<file path="config.mk">
export PLATFORM = sky130hd
export DESIGN_NAME = arp_cache_table_core
export DESIGN_NICKNAME = d
export VERILOG_FILES = /design/src/design/arpc_pkg.sv /design/src/design/arp_cache_table_core.sv
export SDC_FILE = /design/constraint.sdc
export NUM_CORES = 2
export LEC_CHECK = 0
export ABC_AREA = 0
export BUFFER_PORTS_ARGS = -buffer_cell sky130_fd_sc_hd__clkbuf_2
export CAP_MARGIN = 30
export CORE_UTILIZATION = 60
export CTS_CLUSTER_SIZE = 8
export DETAILED_ROUTE_END_ITERATION = 10
export PLACE_DENSITY = 0.76
export SYNTH_ARGS = -nofsm -noshare
export SYNTH_HDL_FRONTEND = slang
export SYNTH_SLANG_ARGS = --single-unit
</file>
<file path="constraint.sdc">
create_clock -name clk -period 19.3 [get_ports clk]
set_input_delay 5.79 -clock clk [delete_from_list [all_inputs] [get_ports clk]]
set_output_delay 5.79 -clock clk [all_outputs]
set_load 0.1 [all_outputs]
</file>
<file path="src/design/arpc_pkg.sv">
`default_nettype none

package arpc_pkg;

	// Field widths of a transaction.
	localparam int IP_W   = 32;
	localparam int MAC_W  = 48;
	localparam int SLOT_W = 5;

	typedef logic [IP_W-1:0]   ip_t;
	typedef logic [MAC_W-1:0]  mac_t;
	typedef logic [SLOT_W-1:0] slot_t;

	// Operation codes.
	localparam logic OP_LOOKUP = 1'b0;
	localparam logic OP_UPDATE = 1'b1;

endpackage

`default_nettype wire

</file>
<file path="src/design/arp_cache_table_core.sv">
// Address resolution table: maps IPv4 addresses to MAC addresses.
// Input channel (in_valid / in_stall) carries op, ip_addr and mac_in. A lookup
// (op = 0) returns hit, slot and the stored MAC; an update (op = 1) refreshes a
// matching entry or fills the lowest free slot, slot 0 when the table is full.
// Output channel (out_valid / out_stall) carries exactly one result per item.
// Entries are written in fill order and never freed, so a fill count stands in
// for per-entry valid bits. Addresses and MACs live in two synchronous memories
// with a registered read port.
// One item at a time: the block scans entries 0 up to the fill count, one memory
// read per cycle, compares each entry in the cycle after its read, and stops at
// the first match. The result then goes to a result register.
// The result sits in an output register; the next item is accepted as soon as the
// previous result has been moved there, even while the receiver stalls it.
// Reset clears the fill count, so every entry reads as empty, and drops any
// pending result. No clearing pass is needed.
`default_nettype none

module arp_cache_table_core
	import arpc_pkg::*;
#(
	parameter int ENTRIES = 32
) (
	input  wire logic  clk,
	input  wire logic  arst_n,
	input  wire logic  in_valid,
	output logic       in_stall,
	input  wire logic  op,
	input  wire ip_t   ip_addr,
	input  wire mac_t  mac_in,
	output logic       out_valid,
	input  wire logic  out_stall,
	output logic       hit,
	output slot_t      slot,
	output mac_t       mac_out
);

	localparam int AW = (ENTRIES > 1) ? $clog2(ENTRIES) : 1;
	localparam int CW = $clog2(ENTRIES + 1);
	localparam logic [CW-1:0] ENT_C = CW'(ENTRIES);

	localparam logic [1:0] ST_IDLE = 2'd0;
	localparam logic [1:0] ST_SCAN = 2'd1;
	localparam logic [1:0] ST_DONE = 2'd2;

	// Entry storage.
	ip_t  ip_mem  [ENTRIES];
	mac_t mac_mem [ENTRIES];

	logic [1:0]    state_q;
	logic [CW-1:0] fill_q;
	logic [CW-1:0] scan_q;
	logic          op_q;
	ip_t           ip_q;
	mac_t          mac_q;

	logic          chk_s1;
	logic [AW-1:0] chk_addr_s1;
	ip_t           rd_ip_s1;
	mac_t          rd_mac_s1;

	logic  res_hit_q;
	slot_t res_slot_q;
	mac_t  res_mac_q;

	logic  out_valid_q;
	logic  hit_q;
	slot_t slot_q;
	mac_t  mac_out_q;

	logic          in_acc;
	logic          rd_en;
	logic          match;
	logic          scan_end;
	logic          full;
	logic          resolve;
	logic          ip_we;
	logic          mac_we;
	logic [AW-1:0] wr_addr;
	logic [AW-1:0] free_addr;
	logic [AW+SLOT_W-1:0] match_ext;
	logic [AW+SLOT_W-1:0] free_ext;
	logic          out_load;

	// Handshake decode.
	assign in_stall = (state_q != ST_IDLE);
	assign in_acc   = in_valid && !in_stall;
	assign out_load = (state_q == ST_DONE) && (!out_valid_q || !out_stall);

	// Scan control: issue reads below the fill count, compare in the cycle after.
	assign rd_en    = (state_q == ST_SCAN) && (scan_q < fill_q) && !match;
	assign match    = (state_q == ST_SCAN) && chk_s1 && (rd_ip_s1 == ip_q);
	assign scan_end = (state_q == ST_SCAN) && !chk_s1 && (scan_q == fill_q);
	assign resolve  = match || scan_end;
	assign full     = (fill_q == ENT_C);

	// Write address: the matched entry, else the lowest free one, else slot 0.
	assign free_addr = full ? '0 : fill_q[AW-1:0];
	assign wr_addr   = match ? chk_addr_s1 : free_addr;
	assign mac_we    = resolve && (op_q == OP_UPDATE);
	assign ip_we     = scan_end && (op_q == OP_UPDATE);
	assign match_ext = {{SLOT_W{1'b0}}, chk_addr_s1};
	assign free_ext  = {{SLOT_W{1'b0}}, free_addr};

	// Address memory.
	always_ff @(posedge clk) begin
		if (ip_we) begin
			ip_mem[wr_addr] <= ip_q;
		end
		if (rd_en) begin
			rd_ip_s1 <= ip_mem[scan_q[AW-1:0]];
		end
	end

	// MAC memory.
	always_ff @(posedge clk) begin
		if (mac_we) begin
			mac_mem[wr_addr] <= mac_q;
		end
		if (rd_en) begin
			rd_mac_s1 <= mac_mem[scan_q[AW-1:0]];
		end
	end

	// Sequencer and fill count.
	always_ff @(posedge clk or negedge arst_n) begin
		if (!arst_n) begin
			state_q <= ST_IDLE;
			fill_q  <= '0;
			scan_q  <= '0;
			chk_s1  <= 1'b0;
		end else begin
			case (state_q)
				ST_IDLE: begin
					if (in_acc) begin
						state_q <= ST_SCAN;
						scan_q  <= '0;
						chk_s1  <= 1'b0;
					end
				end
				ST_SCAN: begin
					if (resolve) begin
						state_q <= ST_DONE;
						chk_s1  <= 1'b0;
						if (ip_we && !full) begin
							fill_q <= CW'(fill_q + 1'b1);
						end
					end else begin
						chk_s1 <= rd_en;
						if (rd_en) begin
							scan_q <= CW'(scan_q + 1'b1);
						end
					end
				end
				ST_DONE: begin
					if (out_load) begin
						state_q <= ST_IDLE;
					end
				end
				default: begin
					state_q <= ST_IDLE;
				end
			endcase
		end
	end

	// Item and scan address registers.
	always_ff @(posedge clk) begin
		if (in_acc) begin
			op_q  <= op;
			ip_q  <= ip_addr;
			mac_q <= mac_in;
		end
		if (rd_en && !resolve) begin
			chk_addr_s1 <= scan_q[AW-1:0];
		end
	end

	// Result of the finished item.
	always_ff @(posedge clk) begin
		if (resolve) begin
			if (match) begin
				res_hit_q  <= 1'b1;
				res_slot_q <= match_ext[SLOT_W-1:0];
				res_mac_q  <= (op_q == OP_UPDATE) ? mac_q : rd_mac_s1;
			end else if (op_q == OP_UPDATE) begin
				res_hit_q  <= 1'b0;
				res_slot_q <= free_ext[SLOT_W-1:0];
				res_mac_q  <= mac_q;
			end else begin
				res_hit_q  <= 1'b0;
				res_slot_q <= '0;
				res_mac_q  <= '0;
			end
		end
	end

	// Output register.
	always_ff @(posedge clk or negedge arst_n) begin
		if (!arst_n) begin
			out_valid_q <= 1'b0;
		end else if (out_load) begin
			out_valid_q <= 1'b1;
		end else if (!out_stall) begin
			out_valid_q <= 1'b0;
		end
	end

	always_ff @(posedge clk) begin
		if (out_load) begin
			hit_q     <= res_hit_q;
			slot_q    <= res_slot_q;
			mac_out_q <= res_mac_q;
		end
	end

	assign out_valid = out_valid_q;
	assign hit       = hit_q;
	assign slot      = slot_q;
	assign mac_out   = mac_out_q;

	// The fill count never passes the table size.
	a_fill_bound: assert property (@(posedge clk) disable iff (!arst_n)
		fill_q <= ENT_C)
		else $error("fill count exceeds table size");

	// The fill count grows by at most one entry per cycle and never shrinks.
	a_fill_step: assert property (@(posedge clk) disable iff (!arst_n)
		1'b1 |=> (fill_q == $past(fill_q)) || (fill_q == CW'($past(fill_q) + 1'b1)))
		else $error("fill count changed by more than one");

	// A compared entry always lies below the fill count.
	a_chk_valid: assert property (@(posedge clk) disable iff (!arst_n)
		((state_q == ST_SCAN) && chk_s1) |-> (CW'(chk_addr_s1) < fill_q))
		else $error("compared an entry that was never written");

	// A result moved to the output register is shown in the next cycle.
	a_out_load: assert property (@(posedge clk) disable iff (!arst_n)
		out_load |=> out_valid_q)
		else $error("loaded result not shown");

endmodule

`default_nettype wire

</file>
== Yosys cells after proc, flatten, opt, wreduce, memory -nomap -nowiden ==
Memory sizes are Yosys's and may differ from the RTL's. A register that Yosys moved wholly into a read port is not among the register bits.
Cells that the tools add are included.

* $lt $le $gt $ge: 1
* Reduce and logical (&&, ||, !) cells: 28
* Multiplexer cells: 25
* Equality and inequality tests: 11
* Add/sub/neg operators: 2

{| class="wikitable"
|+ Operator list
! operator !! count
|-
| two-way mux 48 bit || 3
|-
| == test 32 bit || 1
|-
| two-way mux 5 bit || 4
|-
| two-way mux 6 bit || 3
|-
| adder 6 x 1 -> 6 bit, second input constant || 2
|-
| logical AND 1 bit || 12
|-
| case mux 6 bit (2 select lines) || 1
|-
| != test 2 bit, second input constant || 5
|-
| two-way mux 1 bit || 9
|-
| zero test 1 bit || 7
|-
| == test 6 bit || 1
|-
| == test 6 bit, second input constant || 1
|-
| less-than comparator 6 bit || 1
|-
| two-way mux 2 bit || 3
|-
| case mux 2 bit (3 select lines) || 1
|-
| AND reduction 3 bit || 2
|-
| AND reduction 4 bit || 1
|-
| nonzero test 2 bit || 2
|-
| == test 2 x 1 -> 1 bit, second input constant || 1
|-
| == test 2 bit, second input constant || 1
|-
| zero test 2 bit || 1
|-
| logical OR 1 bit || 2
|-
| != test 2 x 1 -> 1 bit, second input constant || 1
|-
| case mux 1 bit (2 select lines) || 1
|-
| AND reduction 2 bit || 1
|}

* Memory bits (writable): 2560
* Flip-flop bits (word level): 210
* Memories kept: 2
* Word-level logic and storage cells: 84
* Input bits: 85
* Output and inout bits: 56

{| class="wikitable"
|+ Memory list
! name !! depth !! width !! rd ports !! clocked after memory_dff !! wr ports !! line !! source
|-
| mac_mem || 32 || 48 || 1 || 1 || 1 || arp_cache_table_core.sv:47 || <nowiki>mac_t mac_mem [ENTRIES];</nowiki>
|-
| ip_mem || 32 || 32 || 1 || 1 || 1 || arp_cache_table_core.sv:46 || <nowiki>ip_t ip_mem [ENTRIES];</nowiki>
|}

== Logic depth before layout (Yosys ltp) ==
* Word-level depth: 8
* Depth in mapped cells: 14
* Gate-level depth less buffers: 8

== Worst setup path before layout ==
Ideal clock, no wire load.

* Path kind: input -> register
* Start: in out_stall
* End: reg hit_q, in the netlist hit, enable pin
* Arrival: 8.444 ns
* Data required time: 18.816 ns
* Buffers on the path: 0
* Setup time: 0.484 ns
* Stages: 1
* Setup slack: 10.372 ns
* Cells stage by stage: a21oi_1

* Word-level cells in the longest chain between the ends: 3

{| class="wikitable"
|+ RTL lines
! what !! line !! source
|-
| start, declared || arp_cache_table_core.sv:31 || <nowiki>input wire logic out_stall,</nowiki>
|-
| zero test 1 bit || -- ||
|-
| logical OR 1 bit || arp_cache_table_core.sv:87 || <nowiki>assign out_load = (state_q == ST_DONE) && (!out_valid_q || !out_stall);</nowiki>
|-
| logical AND 1 bit || arp_cache_table_core.sv:87 ||
|-
| end signal, assigned || arp_cache_table_core.sv:210 || <nowiki>hit_q <= res_hit_q;</nowiki>
|-
| end, declared || arp_cache_table_core.sv:66 || <nowiki>logic hit_q;</nowiki>
|}

Every way passes these cells.
A chain may end at the register's enable or synchronous reset.

== Worst setup path in the final report ==
* Start: reg mac_out_q[46], in the netlist mac_out[46]
* End: out mac_out[46]

{| class="wikitable"
|+ RTL lines
! what !! line !! source
|-
| start, declared || arp_cache_table_core.sv:68 || <nowiki>mac_t mac_out_q;</nowiki>
|-
| start signal, assigned || arp_cache_table_core.sv:212 || <nowiki>mac_out_q <= res_mac_q;</nowiki>
|-
| end, declared || arp_cache_table_core.sv:34 || <nowiki>output mac_t mac_out</nowiki>
|}

No word-level cell between the ends.

==> run metrics <==
gpl congestion=0.838; Max-slew headroom=0.280; Filler Cell Count=10200; Die Y=427 microns; share of layout cells above drive strength 1=0.265; ys flop type=edfxtp_1; Post-Syn Area=0.108 sq mm; PortBufs=140; DP Area=0.113 sq mm; Worst-path clk slew=0.05 ns; register area share after synthesis=0.790; die width=427 microns; cell area after layout=0.124 sq mm; num rows=155; synth unique cells=54; setup TNS=0 ns; DP HPWL=131 mm; minimum clock period=7.80 ns; CTS Buf Count=406; Via density=7.10; RSZ-0062 raised after global routing=no; Peak VDD IR=0.123 mV; post-synth top area share=0.786; TritonRoute pass-1 iters=5; nets@finish=5499; Setup Skew=0.0770 ns; period utilization=0.404; hold path cells=0; flops & latches, synth=2850; yosys warns=0; class of the most critical setup path=reg -> out; CP Cell Sequence=clkbuf_2; CP delay by family, top=buffers and inverters; post-CTS sizing=0; crit path max fanout=1; syn nets=5042; CTS tree=yes; grt ovf=0; WHS=0.385 ns; post-CTS setup buffer count=0; CTS Root Cell=clkbuf_16; slowest CP cell=clkbuf_2; number of global-route vias before repair=56400; clk_lat worst skew=0.98 ns; cell count after synthesis=4948; initial antenna violation count=2; fin cells=7813; final hold violation count=0; Sink Count=2850; Setup crit start kind=flip-flop; worst reg-to-reg setup slack=12.61 ns; Core Area=0.179 sq mm; first-pass GRT wire length=397 mm; WP data arrival=2.01 ns; Synth async-reset ratio=0.00561; CP peak stage delay=0.53 ns; WL final=280 mm; Worst Path Required=13.51 ns; # placed instances=7333; MaxCap Viol Count=0; area grow syn2layout=14.7%; Synth area leaders=edfxtp_1 (79%), mux4_2 (12%), mux2i_1 (2.3%); htree depth=5; largest net degree at the start of global routing=103; ANT nets after route=0; final-report setup violation count=0; Max Slew Vio Count=0; area of the multi-input gates=0.0222 sq mm; vias=55500; WP buf/inv=1; Starting Density=0.606; FMAX=128 MHz; Cell Pwr Density=134 mW/mm^2; DRT iter0 DRCs=8107; element type at the critical path end=primary output; mean post-synth cell area=21.9 sq um; I/O pins=141; P_leak=38.9 nW; drt drc=0; r2r endpoint=mac_mem[9][10]; HP Class=reg -> reg; gr usage total=0.311; number of buffers on the longest clock path=4; hold_sp=res_mac_q[17]; EDFF count, synth=2834; reg2reg start=ip_q[4]; Seq. cell area=0.0855 sq mm; DIE AREA=0.182 sq mm; Layout Utilization=0.694; ANT cells=0; reg2reg path depth=9; CTS Hold Bufs=0; post-synth top area cell=edfxtp_1; Min-Delay Endpoint=mac_out[17]; status=completed; routed wire length per instance=35.9 microns; Worst Tran Pin Value=1.08 ns
sequential cells by signal (all words and copies together) (netlist names), 2 cells and up:
signal / count
ip_mem: 1024
rd_ip_s1: 32
res_slot_q: 5
fill_q: 6
rd_mac_s1: 48
ip_q: 32
slot: 5
chk_addr_s1: 5
res_mac_q: 48
mac_q: 48
mac_out: 48
scan_q: 6
mac_mem: 1536
state_q: 2
per-layer routing:
metal,up-vias,global-route usage,wire (microns)
li1,21600,-,-
met1,28700,0.417,97300
met2,4334,0.501,138000
met3,816,0.0607,32100
met4,0,0.140,12800
met5,-,0,0
cells in the final DEF (no fill, tap or decap), drive strengths merged, types with 3 or more instances in the layout:
cell type  synthesis  final
ha                 9      9
edfxtp          2834   2834
inv               12     15
nand3             82     82
a21oi             58     58
nor2b              9      9
nor2              37     37
clkinv             1      4
nand2            267    267
xor2              18     18
o221ai           171    171
xnor2             20     20
clkbuf           138    595
mux2i            253    253
or2                4      4
dfrtp             16     16
nand2b             4      4
nor3               5      5
o21ai            128    128
buf              132    179
o21bai             3      3
mux4             580    580
nand4             13     13
mux2              41     41
nand4b             3      3
nor4               8      8
o22ai             70     70
o31ai              4      4
and3               6      6
cell type report:
class / instances / share of cell area
inverters: 13 / 0.000494
flip-flops and latches: 2850 / 0.689
multi-input cells: 1815 / 0.179
clock inverters: 6 / 0.000776
clock buffers: 455 / 0.0847
repair buffers: 319 / 0.0224
well taps: 2355 / 0.0237
cell usage after synthesis, types with 6 or more instances:
master,number
buf_1,30
nand2_1,267
mux4_2,580
o221ai_1,171
a21oi_1,58
clkbuf_1,138
xnor2_1,20
edfxtp_1,2834
mux2i_1,253
dfrtp_1,16
xor2_1,18
mux2_2,41
buf_4,19
buf_2,80
nor4_1,7
nand4_1,13
ha_1,9
nand3_1,80
o21ai_0,128
nor2b_1,9
nor2_1,36
inv_1,11
o22ai_1,70
and3_1,6
power by group:
part	total (W)	internal [W]	switching, W
clock network	0.00614	0.00375	0.00238
registers	0.00766	0.00738	0.000276
logic	0.00284	0.00120	0.00164
cell families after synthesis:
logic type,after synthesis,share of synthesized area
muxes,874,0.148
DFF,2850,0.790
buffers and inverters,283,0.0116
and+or+nand+nor,449,0.0185
adders and majority gates,9,0.00104
AOI/OAI and AO/OA,445,0.0278
xor gates and xnor gates,38,0.00307
worst register-to-register path, stage by stage, from the launching register on:
cell and delay (ns):
edfxtp_1 1.00, xor2_1 0.27, nor4_1 0.82, nand4_1 0.28
nor4_4 0.20, buf_4 0.53, buf_4 0.90, nand3_2 0.50
o22ai_4 0.86, buf_4 0.82
per-stage QoR:
stage	total power (W)	setup WS (ns)
2_1_floorplan	0.00965	10.37
3_3_place_gp	0.0104	11.52
3_5_place_dp	0.0105	11.47
4_1_cts	0.0166	11.38
5_1_grt	0.0171	11.41
6_report	0.0166	11.50
worst max path at each step:
stage / from / end / slack [ns] / cells past startpoint
3_3_place_gp: in_valid / mac_q[6] / 11.52 / 4
3_5_place_dp: in_valid / mac_q[6] / 11.47 / 4
4_1_cts: mac_out[46] / mac_out[46] / 11.38 / 1
5_1_grt: mac_out[46] / mac_out[46] / 11.41 / 1
6_report: mac_out[46] / mac_out[46] / 11.50 / 1
2_1_floorplan: out_stall / hit / 10.37 / 1
No activity file was read; power rests on OpenSTA's default activity.
